### config.mk
export PLATFORM = sky130hd
export DESIGN_NAME = murmur2_key_hash_unit_flat
export DESIGN_NICKNAME = d
export VERILOG_FILES = /design/src/hdl/mkh_pkg.sv /design/src/hdl/mkh_key_if.sv /design/src/hdl/mkh_hash_if.sv /design/src/hdl/mkh_cfg_if.sv /design/src/hdl/mkh_ctrl.sv /design/src/hdl/mkh_datapath.sv /design/src/hdl/murmur2_key_hash_unit.sv /design/src/flat_wrapper.sv
export SDC_FILE = /design/constraint.sdc
export NUM_CORES = 1
export LEC_CHECK = 0
export BUFFER_PORTS_ARGS = -buffer_cell sky130_fd_sc_hd__buf_2
export CAP_MARGIN = 20
export CORE_UTILIZATION = 57
export DETAILED_ROUTE_END_ITERATION = 6
export PLACE_DENSITY = 0.78
export SYNTH_ARGS = -nofsm -noshare
export SYNTH_HDL_FRONTEND = slang
export SYNTH_SLANG_ARGS = --single-unit
### constraint.sdc
create_clock -name i_clk -period 8.35 [get_ports i_clk]
set_input_delay 0.4175 -clock i_clk [delete_from_list [all_inputs] [get_ports i_clk]]
set_output_delay 0.4175 -clock i_clk [all_outputs]
set_load 0.005 [all_outputs]
### src/hdl/mkh_pkg.sv
// Package for the MurmurHash2 key hash unit: constants, codes and control types.
package mkh_pkg;

    localparam int          DEF_MAX_KEY_BYTES = 64;
    localparam logic [31:0] MUL_M             = 32'h5bd1e995;
    localparam logic [31:0] RST_SEED          = 32'd97;
    localparam logic [6:0]  RST_KEY_LENGTH    = 7'd32;
    localparam int          SHIFT_K           = 24;
    localparam int          SHIFT_F1          = 13;
    localparam int          SHIFT_F2          = 15;

    localparam int          CFG_IDX_W         = 2;
    localparam logic [CFG_IDX_W-1:0] REG_HASH_SEED  = 2'd0;
    localparam logic [CFG_IDX_W-1:0] REG_KEY_LENGTH = 2'd1;

    typedef enum logic [2:0] {
        OP_NONE,
        OP_MIX_K,
        OP_MIX_H,
        OP_TAIL,
        OP_FINAL
    } t_op;

    typedef enum logic [2:0] {
        S_IDLE,
        S_MIX_K,
        S_MIX_H,
        S_TAIL,
        S_FINAL
    } t_state;

    typedef struct packed {
        logic accept;
        t_op  op;
    } t_dp_cmd;

    typedef struct packed {
        logic has_full;
        logic has_tail;
        logic in_last;
        logic last_q;
        logic out_free;
    } t_dp_stat;

endpackage

### src/hdl/mkh_key_if.sv
// Key word input channel: valid/ready with key word and last flag.
interface mkh_key_if;
    logic        valid;
    logic        ready;
    logic [31:0] key_word;
    logic        last;

    modport source (output valid, output key_word, output last, input ready);
    modport sink   (input valid, input key_word, input last, output ready);
endinterface

### src/hdl/mkh_hash_if.sv
// Hash result output channel: valid/ready with 32-bit hash value.
interface mkh_hash_if;
    logic        valid;
    logic        ready;
    logic [31:0] hash_value;

    modport source (output valid, output hash_value, input ready);
    modport sink   (input valid, input hash_value, output ready);
endinterface

### src/hdl/mkh_cfg_if.sv
// Configuration write channel: valid/ready with register index and data.
interface mkh_cfg_if;
    logic                         valid;
    logic                         ready;
    logic [mkh_pkg::CFG_IDX_W-1:0] index;
    logic [31:0]                  data;

    modport source (output valid, output index, output data, input ready);
    modport sink   (input valid, input index, input data, output ready);
endinterface

### src/hdl/mkh_ctrl.sv
// Controller FSM: sequences the shared multiplier steps for each key word.
module mkh_ctrl (
    input  logic              i_clk,
    input  logic              i_rst_n,
    input  logic              i_in_valid,
    output logic              o_in_ready,
    input  mkh_pkg::t_dp_stat i_stat,
    output mkh_pkg::t_dp_cmd  o_cmd
);
    import mkh_pkg::*;

    t_state r_state;
    t_state n_state;

    always_ff @(posedge i_clk) begin
        if (!i_rst_n) begin
            r_state <= S_IDLE;
        end else begin
            r_state <= n_state;
        end
    end

    always_comb begin
        n_state      = r_state;
        o_in_ready   = 1'b0;
        o_cmd.accept = 1'b0;
        o_cmd.op     = OP_NONE;
        case (r_state)
            S_IDLE: begin
                o_in_ready = 1'b1;
                if (i_in_valid) begin
                    o_cmd.accept = 1'b1;
                    if (i_stat.has_full) begin
                        n_state = S_MIX_K;
                    end else if (i_stat.has_tail) begin
                        n_state = S_TAIL;
                    end else if (i_stat.in_last) begin
                        n_state = S_FINAL;
                    end
                end
            end
            S_MIX_K: begin
                o_cmd.op = OP_MIX_K;
                n_state  = S_MIX_H;
            end
            S_MIX_H: begin
                o_cmd.op = OP_MIX_H;
                n_state  = i_stat.last_q ? S_FINAL : S_IDLE;
            end
            S_TAIL: begin
                o_cmd.op = OP_TAIL;
                n_state  = i_stat.last_q ? S_FINAL : S_IDLE;
            end
            S_FINAL: begin
                if (i_stat.out_free) begin
                    o_cmd.op = OP_FINAL;
                    n_state  = S_IDLE;
                end
            end
            default: begin
                n_state = S_IDLE;
            end
        endcase
    end

endmodule

### src/hdl/mkh_datapath.sv
// Datapath: config registers, hash state, shared constant multiplier, output register.
module mkh_datapath #(
    parameter int MAX_KEY_BYTES = mkh_pkg::DEF_MAX_KEY_BYTES
) (
    input  logic              i_clk,
    input  logic              i_rst_n,
    input  logic [31:0]       i_key_word,
    input  logic              i_last,
    input  mkh_pkg::t_dp_cmd  i_cmd,
    output mkh_pkg::t_dp_stat o_stat,
    mkh_cfg_if.sink           cfg,
    mkh_hash_if.source        hash
);
    import mkh_pkg::*;

    localparam int LEN_W = $clog2(MAX_KEY_BYTES + 1);
    localparam int CMP_W = (LEN_W > 7) ? LEN_W : 7;

    function automatic logic [LEN_W-1:0] f_eff_len(input logic [6:0] klen);
        logic [CMP_W-1:0] l_ext;
        logic [CMP_W-1:0] l_max;
        l_ext = CMP_W'(klen);
        l_max = CMP_W'(MAX_KEY_BYTES);
        return (l_ext > l_max) ? LEN_W'(l_max) : LEN_W'(l_ext);
    endfunction

    logic [31:0]      r_seed;
    logic [6:0]       r_klen;
    logic [31:0]      r_h;
    logic [31:0]      r_k;
    logic [31:0]      r_w;
    logic             r_last;
    logic [LEN_W-1:0] r_seen;
    logic [31:0]      r_hash;
    logic             r_out_valid;

    logic [31:0]      n_h;
    logic [LEN_W-1:0] n_seen;

    logic [LEN_W-1:0] eff_len;
    logic [LEN_W-1:0] remain;
    logic             has_data;
    logic [31:0]      tail_mask;
    logic [31:0]      mul_a;
    logic [31:0]      prod;
    logic             cfg_wr;

    assign eff_len  = f_eff_len(r_klen);
    assign remain   = eff_len - r_seen;
    assign has_data = r_seen < eff_len;
    assign cfg_wr   = cfg.valid && cfg.ready;

    always_comb begin
        case (remain[1:0])
            2'd1:    tail_mask = 32'h0000_00ff;
            2'd2:    tail_mask = 32'h0000_ffff;
            2'd3:    tail_mask = 32'h00ff_ffff;
            default: tail_mask = 32'hffff_ffff;
        endcase
    end

    always_comb begin
        case (i_cmd.op)
            OP_NONE:  mul_a = i_key_word;
            OP_MIX_K: mul_a = r_k ^ (r_k >> SHIFT_K);
            OP_MIX_H: mul_a = r_h;
            OP_TAIL:  mul_a = r_h ^ (r_w & tail_mask);
            OP_FINAL: mul_a = r_h ^ (r_h >> SHIFT_F1);
            default:  mul_a = i_key_word;
        endcase
    end

    assign prod = mul_a * MUL_M;

    // a register write restarts the key and wins over a step in the same cycle
    always_comb begin
        n_h    = r_h;
        n_seen = r_seen;
        case (i_cmd.op)
            OP_MIX_H: begin
                n_h    = prod ^ r_k;
                n_seen = r_seen + LEN_W'(4);
            end
            OP_TAIL: begin
                n_h    = prod;
                n_seen = eff_len;
            end
            OP_FINAL: begin
                n_h    = r_seed ^ 32'(eff_len);
                n_seen = '0;
            end
            default: begin
            end
        endcase
        if (cfg_wr) begin
            if (cfg.index == REG_HASH_SEED) begin
                n_h    = cfg.data ^ 32'(eff_len);
                n_seen = '0;
            end else if (cfg.index == REG_KEY_LENGTH) begin
                n_h    = r_seed ^ 32'(f_eff_len(cfg.data[6:0]));
                n_seen = '0;
            end
        end
    end

    always_ff @(posedge i_clk) begin
        if (!i_rst_n) begin
            r_seed      <= RST_SEED;
            r_klen      <= RST_KEY_LENGTH;
            r_h         <= RST_SEED ^ 32'(f_eff_len(RST_KEY_LENGTH));
            r_seen      <= '0;
            r_last      <= 1'b0;
            r_out_valid <= 1'b0;
        end else begin
            r_h    <= n_h;
            r_seen <= n_seen;
            if (hash.ready && (i_cmd.op != OP_FINAL)) begin
                r_out_valid <= 1'b0;
            end
            if (i_cmd.accept) begin
                r_w    <= i_key_word;
                r_last <= i_last;
                r_k    <= prod;
            end
            case (i_cmd.op)
                OP_MIX_K: begin
                    r_k <= prod;
                end
                OP_FINAL: begin
                    r_hash      <= prod ^ (prod >> SHIFT_F2);
                    r_out_valid <= 1'b1;
                end
                default: begin
                end
            endcase
            if (cfg_wr) begin
                if (cfg.index == REG_HASH_SEED) begin
                    r_seed <= cfg.data;
                end else if (cfg.index == REG_KEY_LENGTH) begin
                    r_klen <= cfg.data[6:0];
                end
            end
        end
    end

    assign cfg.ready       = 1'b1;
    assign hash.valid      = r_out_valid;
    assign hash.hash_value = r_hash;

    assign o_stat.has_full = has_data && (remain >= LEN_W'(4));
    assign o_stat.has_tail = has_data && (remain < LEN_W'(4));
    assign o_stat.in_last  = i_last;
    assign o_stat.last_q   = r_last;
    assign o_stat.out_free = !r_out_valid || hash.ready;

endmodule

### src/hdl/murmur2_key_hash_unit.sv
// Top level: 32-bit MurmurHash2 of a streamed key; one key word per transfer.
// Full word: accept + two multiplier steps; tail word: accept + tail step; ignored word: accept.
// A word marked last adds a finalize step; the hash sits in the output register the cycle after it.
// Finalize stalls while the previous hash waits; no new word is accepted meanwhile.
// Reset: synchronous active-low; seed 97, key length 32, hash restarted, output empty.
// Any write to the seed or key-length register restarts the key in progress.
module murmur2_key_hash_unit #(
    parameter int MAX_KEY_BYTES = mkh_pkg::DEF_MAX_KEY_BYTES
) (
    input  logic       i_clk,
    input  logic       i_rst_n,
    mkh_key_if.sink    i_key_ch,
    mkh_hash_if.source o_hash_ch,
    mkh_cfg_if.sink    i_cfg_ch
);
    import mkh_pkg::*;

    t_dp_cmd  cmd;
    t_dp_stat stat;
    logic     in_ready;

    mkh_ctrl u_ctrl (
        .i_clk      (i_clk),
        .i_rst_n    (i_rst_n),
        .i_in_valid (i_key_ch.valid),
        .o_in_ready (in_ready),
        .i_stat     (stat),
        .o_cmd      (cmd)
    );

    mkh_datapath #(
        .MAX_KEY_BYTES (MAX_KEY_BYTES)
    ) u_datapath (
        .i_clk      (i_clk),
        .i_rst_n    (i_rst_n),
        .i_key_word (i_key_ch.key_word),
        .i_last     (i_key_ch.last),
        .i_cmd      (cmd),
        .o_stat     (stat),
        .cfg        (i_cfg_ch),
        .hash       (o_hash_ch)
    );

    assign i_key_ch.ready = in_ready;

`ifndef NO_ASSERTIONS
    a_final_needs_free_output: assert property (@(posedge i_clk) disable iff (!i_rst_n)
        (cmd.op == OP_FINAL) |-> stat.out_free)
        else $error("finalize issued while output register occupied");

    a_result_from_finalize: assert property (@(posedge i_clk) disable iff (!i_rst_n)
        $rose(o_hash_ch.valid) |-> $past(cmd.op == OP_FINAL))
        else $error("result appeared without a finalize step");

    a_no_accept_while_busy: assert property (@(posedge i_clk) disable iff (!i_rst_n)
        (cmd.op != OP_NONE) |-> !cmd.accept)
        else $error("transfer accepted during a multiplier step");
`endif

endmodule
### src/flat_wrapper.sv
// flat-port wrapper written by rule: the top's interface ports become plain ports
module murmur2_key_hash_unit_flat import mkh_pkg::*;
#(
    parameter int MAX_KEY_BYTES = mkh_pkg::DEF_MAX_KEY_BYTES
)
  (i_clk, i_rst_n, i_key_ch_valid, i_key_ch_key_word, i_key_ch_last, i_key_ch_ready, o_hash_ch_valid, o_hash_ch_hash_value, o_hash_ch_ready, i_cfg_ch_valid, i_cfg_ch_index, i_cfg_ch_data, i_cfg_ch_ready);
  mkh_key_if i_key_ch_i ();
  mkh_hash_if o_hash_ch_i ();
  mkh_cfg_if i_cfg_ch_i ();
  input  logic i_clk;
  input  logic i_rst_n;
  input wire logic [$bits(i_key_ch_i.valid)-1:0] i_key_ch_valid;
  input wire logic [$bits(i_key_ch_i.key_word)-1:0] i_key_ch_key_word;
  input wire logic [$bits(i_key_ch_i.last)-1:0] i_key_ch_last;
  output wire logic [$bits(i_key_ch_i.ready)-1:0] i_key_ch_ready;
  output wire logic [$bits(o_hash_ch_i.valid)-1:0] o_hash_ch_valid;
  output wire logic [$bits(o_hash_ch_i.hash_value)-1:0] o_hash_ch_hash_value;
  input wire logic [$bits(o_hash_ch_i.ready)-1:0] o_hash_ch_ready;
  input wire logic [$bits(i_cfg_ch_i.valid)-1:0] i_cfg_ch_valid;
  input wire logic [$bits(i_cfg_ch_i.index)-1:0] i_cfg_ch_index;
  input wire logic [$bits(i_cfg_ch_i.data)-1:0] i_cfg_ch_data;
  output wire logic [$bits(i_cfg_ch_i.ready)-1:0] i_cfg_ch_ready;
  assign i_key_ch_i.valid = i_key_ch_valid;
  assign i_key_ch_i.key_word = i_key_ch_key_word;
  assign i_key_ch_i.last = i_key_ch_last;
  assign i_key_ch_ready = i_key_ch_i.ready;
  assign o_hash_ch_valid = o_hash_ch_i.valid;
  assign o_hash_ch_hash_value = o_hash_ch_i.hash_value;
  assign o_hash_ch_i.ready = o_hash_ch_ready;
  assign i_cfg_ch_i.valid = i_cfg_ch_valid;
  assign i_cfg_ch_i.index = i_cfg_ch_index;
  assign i_cfg_ch_i.data = i_cfg_ch_data;
  assign i_cfg_ch_ready = i_cfg_ch_i.ready;
  murmur2_key_hash_unit #(.MAX_KEY_BYTES(MAX_KEY_BYTES)) u_core (.i_clk(i_clk), .i_rst_n(i_rst_n), .i_key_ch(i_key_ch_i), .o_hash_ch(o_hash_ch_i), .i_cfg_ch(i_cfg_ch_i));
endmodule
Yosys cells after proc, flatten, opt, wreduce, memory -nomap -nowiden. Cells that the tools add are included.

Logic and storage cells: 88. Output and inout bits: 35. Bits of input ports: 72. Bits in registers: 179.

Muxes and demuxes: 28. Equality and inequality tests: 16. Multiply operators: 1. $add $sub $neg: 2. Reduce and logical (&&, ||, !) cells: 16. Magnitude comparators: 5. Bitwise logic cells: 10.

Operator list (count): one-hot mux 32 bit (3 select lines) (2); 2-to-1 mux 32 bit (5); one-hot mux 32 bit (4 select lines) (1); bitwise XOR 32 x 7 -> 32 bit (3); bitwise XOR 32 bit (2); 2-to-1 mux 7 bit (5); AND 32 bit (1); multiplier 32 x 31 -> 32 bit, second input constant (1); bitwise XOR 32 x 17 -> 32 bit (1); bitwise XOR 32 x 19 -> 32 bit (1); bitwise XOR 32 x 8 -> 32 bit (1); one-hot mux 3 bit (4 select lines) (2); 2-to-1 mux 3 bit (7); one-hot mux 7 bit (3 select lines) (1); > comparator 7 bit, second input constant (2); == test 3 x 2 -> 1 bit, second input constant (4); AND reduction 2 bit (4); adder 7 x 3 -> 7 bit, second input constant (1); greater-or-equal comparator 7 x 3 -> 1 bit, second input constant (1); < comparator 7 x 3 -> 1 bit, second input constant (1); < comparator 7 bit (1); subtractor 7 bit (1); == test 3 x 1 -> 1 bit, second input constant (2); == test 3 bit, second input constant (2); other kinds (16) (26).

Longest topological paths before layout. Gate-level depths: netlist of the first run.

Depth after elaboration: 14. Gate-level depth with buffers: 39.

By module. Synthesis of the first run repeated with hierarchy kept, for this count alone.

Cells, all modules: 2046. Area, all modules: 18951.9 um^2.

Modules (own cells, without submodules): mkh_datapath (times used 1, cells each 2026, area an instance 18781.8 um^2); mkh_ctrl (times used 1, cells each 20, area an instance 170.2 um^2).

Least setup slack after synthesis of the first run. OpenSTA, ideal clock, no wires.

Path kind: flip-flop to flip-flop. Start: register u_core.u_datapath.r_klen[6]. End: register u_core.u_datapath.r_hash[15], in the netlist u_core.u_datapath.hash.hash_value[15] (data pin). Arrival time: 8.676 ns. Path buffers: 3. Cell stages (with the launch flop): 35. Data required time: 8.074 ns. Clock period less this slack: 8.952 ns. Path slack: -0.602 ns. Cell sequence: dfxtp_1 clkbuf_1 nand2b_1 ha_1 fa_1 ha_1 nor2b_1 a32oi_1 o21ai_0 a21oi_1 a21oi_1 ha_1 ha_1 fa_1 inv_1 fa_1 inv_1 fa_1 fa_1 fa_1 inv_1 fa_1 inv_1 ha_1 clkbuf_1 and3_1 a31oi_1 o21ai_0 a21o_1 a21o_1 a311oi_1 nor3_1 or3b_1 clkbuf_1 xor2_1.

Cells in the longest elaborated chain, start to end: 10.

Ends and longest elaborated chain: start: declaration (RTL line mkh_datapath.sv:28) `logic [6:0] r_klen;`; start signal: assignment (RTL line mkh_datapath.sv:140) `r_klen <= cfg.data[6:0];`; > comparator 7 bit (*) (RTL line mkh_datapath.sv:24) `return (l_ext > l_max) ? LEN_W'(l_max) : LEN_W'(l_ext);`; 2-to-1 mux 7 bit (*) (RTL line mkh_datapath.sv:24); subtractor 7 bit (*) (RTL line mkh_datapath.sv:49) `assign remain = eff_len - r_seen;`; == test 2 bit or == test 2 x 1 -> 1 bit (tied branches) (RTL line mkh_datapath.sv:54) `case (remain[1:0])`; one-hot mux 32 bit (3 select lines) (*) (RTL line mkh_datapath.sv:54); AND 32 bit (*) (RTL line mkh_datapath.sv:67) `OP_TAIL: mul_a = r_h ^ (r_w & tail_mask);`; bitwise XOR 32 bit (*) (RTL line mkh_datapath.sv:67); one-hot mux 32 bit (4 select lines) (*) (RTL line mkh_datapath.sv:63) `case (i_cmd.op)`; multiplier 32 x 31 -> 32 bit (*) (RTL line mkh_datapath.sv:73) `assign prod = mul_a * MUL_M;`; via u_core.u_datapath.prod[30] (RTL line mkh_datapath.sv:45) `logic [31:0] prod;`; bitwise XOR 32 x 17 -> 32 bit (*) (RTL line mkh_datapath.sv:130) `r_hash <= prod ^ (prod >> SHIFT_F2);`; end signal: assignment (RTL line mkh_datapath.sv:130); end: declaration (RTL line mkh_datapath.sv:34) `logic [31:0] r_hash;`.

Mark *: on every way through the listed nets, which the timed path passes. The rest lies on a longest branch. A chain may end at the register's enable or synchronous reset.

Worst setup path in the final report of the first run.
Start: register u_core.u_datapath.r_klen[6]. End: register u_core.u_datapath.r_hash[15], in the netlist u_core.u_datapath.hash.hash_value[15] (data pin).

Cells in the longest elaborated chain, start to end: 10.

Ends and longest elaborated chain (RTL line): > comparator 7 bit (*) (mkh_datapath.sv:24); 2-to-1 mux 7 bit (*) (mkh_datapath.sv:24); subtractor 7 bit (*) (mkh_datapath.sv:49); == test 2 bit or == test 2 x 1 -> 1 bit (tied branches) (mkh_datapath.sv:54); one-hot mux 32 bit (3 select lines) (*) (mkh_datapath.sv:54); AND 32 bit (*) (mkh_datapath.sv:67); bitwise XOR 32 bit (*) (mkh_datapath.sv:67); one-hot mux 32 bit (4 select lines) (*) (mkh_datapath.sv:63); multiplier 32 x 31 -> 32 bit (*) (mkh_datapath.sv:73); bitwise XOR 32 x 17 -> 32 bit (*) (mkh_datapath.sv:130).

Mark *: on every way between the ends. The rest lies on a longest branch, timed or not.

==> impl_table.tex, run 1 <==
\begin{tabular}{lr}
\hline
Metric & Value \\
\hline
\multicolumn{2}{l}{\textbf{Floorplanning}} \\
Die Width & 184 microns \\
Initial standard-cell utilization of the core & 0.579 \\
DIE AREA & 33700 sq um \\
Row count & 66 \\
Core Area & 32500 sq um \\
DIE HEIGHT & 184 microns \\
IO Count & 107 \\
\multicolumn{2}{l}{\textbf{Clocking}} \\
TritonCTS sink count & 179 \\
Clock latency of the later-clocked register in the worst-skew pair & 0.45 ns \\
Cell at the root of the clock tree & clkbuf\_16 \\
Clock transition at the registers of the reported paths & 0.07 ns \\
Maximum buffer depth of the clock tree & 2 \\
CTS H-tree depth & 4 \\
Cts bufs inserted & 17 \\
Clock tree from TritonCTS & yes \\
\multicolumn{2}{l}{\textbf{GRT}} \\
Gr ovfl total & 0 \\
Number of antenna violations at the first check in global routing & 1 \\
Met2 capacity usage during global routing & 0.585 \\
Wire length of the first global-routing pass & 89600 microns \\
Global routing met3 resource utilization & 0.0527 \\
All-Layer GR Usage & 0.354 \\
Largest net degree at the start of global routing & 77 \\
Via count of the first global-routing pass & 15900 \\
Most congested layer reported by global routing & met2 \\
Met1 capacity usage during global routing & 0.448 \\
\multicolumn{2}{l}{\textbf{Yosys}} \\
Post-synthesis instance total & 1960 \\
Fraction of registers with async set/reset & 0 \\
Register bit total from synthesis & 179 \\
Number of library cell types mapped by synthesis & 81 \\
Main synth FF type & edfxtp\_1 \\
Summed instance area of the synthesized netlist & 18800 sq um \\
Share of synthesized area occupied by flip-flops and latches & 0.242 \\
Mean post-synth cell area & 9.58 sq um \\
EDFF count, synth & 96 \\
Syn nets & 2440 \\
YS warnings & 0 \\
\multicolumn{2}{l}{\textbf{Cells and area}} \\
Top library cells by usage in the layout, fill and taps aside & inv\_1 (346), ha\_1 (201), fa\_1 (177), nand2\_1 (158), buf\_4 (157) \\
Layout Nets & 2662 \\
Commonest non-fill, non-tap cell in the layout & inv\_1 \\
Filler cells & 2407 \\
Final cell utilization of the core & 0.687 \\
Share of layout cells above drive strength 1 & 0.210 \\
Layout-stage area growth over the synthesis result & 18.7\% \\
\multicolumn{2}{l}{\textbf{Detailed routing}} \\
Violation count after the first detailed-routing iteration & 1474 \\
Average vias per placed instance & 5.90 \\
Detailed Routing Iterations Pass 1 & 6 \\
DRC violations left & 0 \\
Final Routed Wirelength & 59100 microns \\
Routed Antenna Nets & 0 \\
Routed wirelength normalized by instance count & 22.4 microns \\
Detailed-route via count & 15600 \\
\multicolumn{2}{l}{\textbf{Hold path}} \\
Path class of the lowest-slack min-delay path & in2reg \\
Worst hold path cell count & 1 \\
\multicolumn{2}{l}{\textbf{Critical path}} \\
Reg2reg path depth & 34 \\
Data arrival time of the worst path & 8.83 ns \\
Kind of critical path & reg2reg \\
Largest fanout of any net on the critical path & 6 \\
Cell type of the slowest stage on the worst timing path & fa\_2 \\
Register-to-register setup slack & -0.32 ns \\
Capturing element type of the critical path & register \\
Required time of the worst setup path & 8.51 ns \\
Nature of the critical path startpoint & register \\
Critical path's most frequent cell & fa\_1 \\
Max stage delay on crit path & 0.57 ns \\
\multicolumn{2}{l}{\textbf{STA}} \\
Unrepaired setup endpoints after global routing & true \\
Setup clock skew after layout & 0.0122 ns \\
Fin. max-slew vios & 0 \\
Slew HR & 0.265 \\
Final worst path period share & 1.04 \\
Hold violation count in the final report & 0 \\
Highest clock rate & 115 MHz \\
Min Tclk post-route & 8.67 ns \\
Worst Max-Slew Pin Slew & 1.10 ns \\
Fin worst setup slack & -0.316 ns \\
Final setup violation count & 26 \\
\multicolumn{2}{l}{\textbf{Run status}} \\
Failing checks & negative setup slack \\
Status & finished with violations \\
\multicolumn{2}{l}{\textbf{Place}} \\
Buffers on Ports & 105 \\
Final estimated routing congestion in global placement & 0.997 \\
Detailed-placement wirelength estimate & 45900 microns \\
\multicolumn{2}{l}{\textbf{Flow run}} \\
Number of maximum-capacitance constraint violations & 0 \\
\hline
\end{tabular}
-- cells in the mapped netlist, types with 5 or more instances --
| master | number | share of area |
|---|---|---|
| nand2b_1 | 21 | 0.0070 |
| nand3_1 | 28 | 0.0075 |
| buf_2 | 5 | 0.0013 |
| nand2_1 | 159 | 0.032 |
| buf_1 | 10 | 0.0020 |
| o22ai_1 | 6 | 0.0020 |
| o221ai_1 | 8 | 0.0037 |
| nor3_1 | 19 | 0.0051 |
| clkbuf_1 | 57 | 0.011 |
| nor2b_1 | 28 | 0.0093 |
| a31oi_1 | 12 | 0.0040 |
| inv_1 | 357 | 0.071 |
| mux2i_1 | 16 | 0.0085 |
| a21oi_1 | 86 | 0.023 |
| a32oi_1 | 11 | 0.0051 |
| dfxtp_1 | 83 | 0.088 |
| nor3b_1 | 10 | 0.0040 |
| a21boi_0 | 38 | 0.015 |
| a221oi_1 | 19 | 0.0089 |
| a21o_1 | 11 | 0.0044 |
| o21a_1 | 16 | 0.0064 |
| and3_1 | 21 | 0.0070 |
| nor2_1 | 71 | 0.014 |
| and2_1 | 11 | 0.0037 |
| mux2_2 | 26 | 0.016 |
| fa_1 | 182 | 0.19 |
| o211ai_1 | 6 | 0.0024 |
| ha_1 | 226 | 0.15 |
| xor2_1 | 36 | 0.017 |
| edfxtp_1 | 96 | 0.15 |
| a222oi_1 | 10 | 0.0053 |
| o21ai_0 | 83 | 0.022 |
| xnor2_1 | 99 | 0.046 |
| nand3b_1 | 9 | 0.0036 |
-- timing repair --
item	CTS	global route
pin swaps	21	19
buffers inserted	14	13
endpoints found under the setup margin	37	43
hold buffers	0	0
gates resized for setup	65	64
-- per-layer routing --
metal,vias up,share of wire
met1,7555,0.39
met3,201,0.079
met2,845,0.47
met4,0,0.061
li1,6975,-
met5,-,0
-- per-stage QoR --
stage,instance area (sq um),hold WS (ns),instances,setup TNS [ns],worst slack [ns]
after global routing,22300,0.163,2638,-11.89,-0.533
after detailed placement,20800,0.459,2578,-9.84,-0.534
after global placement,20800,0.445,2578,-5.12,-0.406
after floorplan,18900,0.433,1960,-0.0649,-0.0530
final,22300,0.178,2638,-5.02,-0.316
after CTS,21800,0.167,2624,-1.40,-0.156
-- sequential cells by signal, summed over array words and instances, names as in the netlist --
name and count:
u_core.u_datapath.hash.hash_value 32, u_core.u_datapath.r_seed 32, u_core.u_datapath.r_w 32, u_core.u_datapath.r_klen 7, u_core.u_datapath.r_last 1, u_core.u_datapath.hash.valid 1
u_core.u_datapath.r_h 32, u_core.u_ctrl.r_state 3, u_core.u_datapath.r_seen 7, u_core.u_datapath.r_k 32
-- cell families (layout without fill, tap and decap cells) --
family	count (synthesis)	in the layout	share of synthesized area
other	1	2	0.000200
AO/OA/AOI/OAI	357	357	0.127
adder cells (fa/ha/maj)	408	408	0.345
XOR/XNOR	143	143	0.0720
flip-flops	179	179	0.242
AND/OR/NAND/NOR	395	395	0.101
multiplexers	43	43	0.0253
buffers and inverters	434	669	0.0882
-- final timing paths --
check                              start                                     to
max          u_core.u_datapath.r_klen[6]  u_core.u_datapath.hash.hash_value[15]
min                i_key_ch_key_word[25]              u_core.u_datapath.r_w[25]
max reg2reg  u_core.u_datapath.r_klen[6]  u_core.u_datapath.hash.hash_value[15]
min reg2reg  u_core.u_datapath.r_klen[3]            u_core.u_datapath.r_klen[3]
-- area by class of cell --
cell class / count / area, sq um / area share
Tap cell: 442 / 553 / 0.0248
Clock inverter: 11 / 88.8 / 0.00399
Timing Repair Buffer: 279 / 1990 / 0.0894
Multi-Input combinational cell: 1347 / 13300 / 0.596
Clock buffer: 21 / 482 / 0.0216
Inverter: 358 / 1350 / 0.0604
Antenna cell: 1 / 2.50 / 0.000112
Sequential cell: 179 / 4550 / 0.204
-- critical path: cells and delay by family (launching register included) --
kind | cells | cell delay, ns
adders and majority gates | 12 | 4.58
AOI/OAI and AO/OA | 9 | 1.77
and+or+nand+nor | 4 | 0.76
buffers and inverters | 7 | 0.44
DFF | 1 | 0.32
muxes | 1 | 0.30
xor gates and xnor gates | 1 | 0.18
Power of run 1 is left out: the tool's default activity adds up to more than one toggle a clock period on the data nets, which glitch-free logic cannot reach.
==> run 2: changes to the inputs <==
CORE_MARGIN = 2   (was default)
==> run 2 against run 1 <==
  * The run still ends with negative setup slack left
  * Non-clock buffer count up 8
  * Sequential cell count unchanged
  * Clock skew shrank 0.0010 ns
  * Core utilization increased by 0.12 points
  * Via count is 0.71% lower
  * Worst hold slack got worse by 0.012 ns
  * Count of clock-buffer cells in the layout shrank 2
  * Worst setup slack better by 0.00050 ns
  * Maximum frequency hardly changed
  * Global-route usage shrank 0.57 points
  * Cell area rose by 0.17%
  * Wire length rose by 0.60%
  * Critical endpoint is now u_core.u_datapath.hash.hash_value[13]
==> impl_table.tex, run 2 (same netlist as run 1, synthesis figures left out) <==
\begin{tabular}{lr}
\hline
Metric & Value \\
\hline
\multicolumn{2}{l}{\textbf{Cells and area}} \\
Finished Cell Area & 22300 sq um (about the same) \\
Final antenna diode count & 0 (was 1) \\
Final cell utilization of the core & 0.688 (was 0.687) \\
Layout Nets & 2670 (was 2662) \\
Layout-stage area growth over the synthesis result & 18.9\% (was 18.7\%) \\
Top library cells by usage in the layout, fill and taps aside & inv\_1 (346), ha\_1 (205), fa\_1 (176), nand2\_1 (158), buf\_4 (158) (was inv\_1 (346), ha\_1 (201), fa\_1 (177), nand2\_1 (158), buf\_4 (157)) \\
Commonest non-fill, non-tap cell in the layout & inv\_1 (unchanged) \\
Share of layout cells above drive strength 1 & 0.210 (about the same) \\
\multicolumn{2}{l}{\textbf{Clocking}} \\
Cell at the root of the clock tree & clkbuf\_16 (unchanged) \\
Clock tree from TritonCTS & yes (unchanged) \\
CTS H-tree depth & 4 (unchanged) \\
Clock transition at the registers of the reported paths & 0.07 ns (about the same) \\
Maximum buffer depth of the clock tree & 2 (unchanged) \\
TritonCTS sink count & 179 (unchanged) \\
Clock latency of the later-clocked register in the worst-skew pair & 0.45 ns (about the same) \\
Cts bufs inserted & 17 (unchanged) \\
\multicolumn{2}{l}{\textbf{Floorplanning}} \\
IO Count & 107 (unchanged) \\
DIE AREA & 34400 sq um (was 33700 sq um) \\
Initial standard-cell utilization of the core & 0.579 (unchanged) \\
DIE HEIGHT & 186 microns (was 184 microns) \\
Core Area & 32500 sq um (unchanged) \\
Row count & 66 (unchanged) \\
Die Width & 186 microns (was 184 microns) \\
\multicolumn{2}{l}{\textbf{STA}} \\
Hold violation count in the final report & 0 (unchanged) \\
Slew HR & 0.307 (was 0.265) \\
Setup clock skew after layout & 0.0112 ns (was 0.0122 ns) \\
Unrepaired setup endpoints after global routing & true (unchanged) \\
Worst Max-Slew Pin Slew & 1.04 ns (was 1.10 ns) \\
Final setup violation count & 23 (was 26) \\
Fin Setup TNS & -4.15 ns (was -5.02 ns) \\
Final worst path period share & 1.04 (about the same) \\
Highest clock rate & 115 MHz (about the same) \\
Min Tclk post-route & 8.67 ns (about the same) \\
Fin. max-slew vios & 0 (unchanged) \\
Fin worst setup slack & -0.316 ns (about the same) \\
\multicolumn{2}{l}{\textbf{Detailed routing}} \\
Detailed-route via count & 15500 (was 15600) \\
Detailed Routing Iterations Pass 1 & 6 (unchanged) \\
Routed wirelength normalized by instance count & 22.5 microns (was 22.4 microns) \\
Routed Antenna Nets & 0 (unchanged) \\
Violation count after the first detailed-routing iteration & 1421 (was 1474) \\
Average vias per placed instance & 5.85 (was 5.90) \\
Final Routed Wirelength & 59400 microns (was 59100 microns) \\
DRC violations left & 0 (unchanged) \\
\multicolumn{2}{l}{\textbf{GRT}} \\
Wire length of the first global-routing pass & 89100 microns (was 89600 microns) \\
Via count of the first global-routing pass & 15700 (was 15900) \\
Gr ovfl total & 0 (unchanged) \\
All-Layer GR Usage & 0.349 (was 0.354) \\
Number of antenna violations at the first check in global routing & 0 (was 1) \\
Largest net degree at the start of global routing & 77 (unchanged) \\
\multicolumn{2}{l}{\textbf{Hold path}} \\
Path class of the lowest-slack min-delay path & in2reg (unchanged) \\
\multicolumn{2}{l}{\textbf{Place}} \\
Final estimated routing congestion in global placement & 0.976 (was 0.997) \\
Detailed-placement wirelength estimate & 46400 microns (was 45900 microns) \\
Buffers on Ports & 105 (unchanged) \\
Post-place instance area & 20800 sq um (about the same) \\
Setup slack at placement & -0.537 ns (was -0.534 ns) \\
\multicolumn{2}{l}{\textbf{Critical path}} \\
Kind of critical path & reg2reg (unchanged) \\
Nature of the critical path startpoint & register (unchanged) \\
Cell type of the slowest stage on the worst timing path & fa\_2 (unchanged) \\
Required time of the worst setup path & 8.54 ns (was 8.51 ns) \\
Max stage delay on crit path & 0.56 ns (was 0.57 ns) \\
Largest fanout of any net on the critical path & 5 (was 6) \\
Data arrival time of the worst path & 8.86 ns (was 8.83 ns) \\
Capturing element type of the critical path & register (unchanged) \\
Critical path's most frequent cell & fa\_1 (unchanged) \\
\multicolumn{2}{l}{\textbf{Flow run}} \\
Number of maximum-capacitance constraint violations & 0 (unchanged) \\
\multicolumn{2}{l}{\textbf{Run status}} \\
Status & finished with violations (unchanged) \\
Failing checks & negative setup slack (unchanged) \\
\hline
\end{tabular}
run 2: cell count changes in the layout (fill, tap and decap cells not counted), moves of 3 or more:
cell	before	now
buf_12	11	7
a21oi_2	10	6
ha_1	201	205
a21oi_1	76	79
o21ai_2	2	5
buf_6	6	17
ha_2	8	4
run 2: layout make-up:
cell class / count / area [sq um]
fill: 2437 / 10100
timing repair buffer: 287 / 2040
clock buffer: 19 / 433
inverter: 358 / 1350
tap: 442 / 553
sequential: 179 / 4550
multi-input combinational: 1347 / 13300
clock inverter: 13 / 124
run 2: per-layer routing:
metal | global-route usage | wire [microns]
met5 | 0 | 0
met4 | 0.176 | 3440
met3 | 0.0554 | 4420
met2 | 0.585 | 28400
met1 | 0.438 | 23200
run 2: repair_timing:
action	in CTS	in global routing
pin swaps	33	51
endpoints found under the setup margin	38	47
resized for setup	46	92
setup buffers	11	15
hold buffers	0	0
run 2: critical path, delay by kind of cell, from the launching register on:
kind	cells	cell delay, ns
xor gates and xnor gates	2	0.28
DFF	1	0.32
adders and majority gates	12	4.54
AOI/OAI and AO/OA	11	2.04
and+or+nand+nor	2	0.21
buffers and inverters	9	0.75
muxes	1	0.27
run 2: final timing paths:
check	cells after the start	from	end	slack, ns
worst max register to register	37	u_core.u_datapath.r_klen[6]	u_core.u_datapath.hash.hash_value[13]	-0.32
worst min register to register	2	u_core.u_datapath.r_klen[2]	u_core.u_datapath.r_klen[2]	0.47
worst max-delay path	37	u_core.u_datapath.r_klen[6]	u_core.u_datapath.hash.hash_value[13]	-0.32
worst min-delay path	1	i_key_ch_key_word[25]	u_core.u_datapath.r_w[25]	0.17
run 2: metrics by stage:
stage	instances	hold slack, ns
after floorplan	1960	0.433
after global placement	2588	0.447
after detailed placement	2588	0.461
after CTS	2631	0.156
after global routing	2645	0.164
final	2645	0.166
Power of run 2 is left out for the same reason.
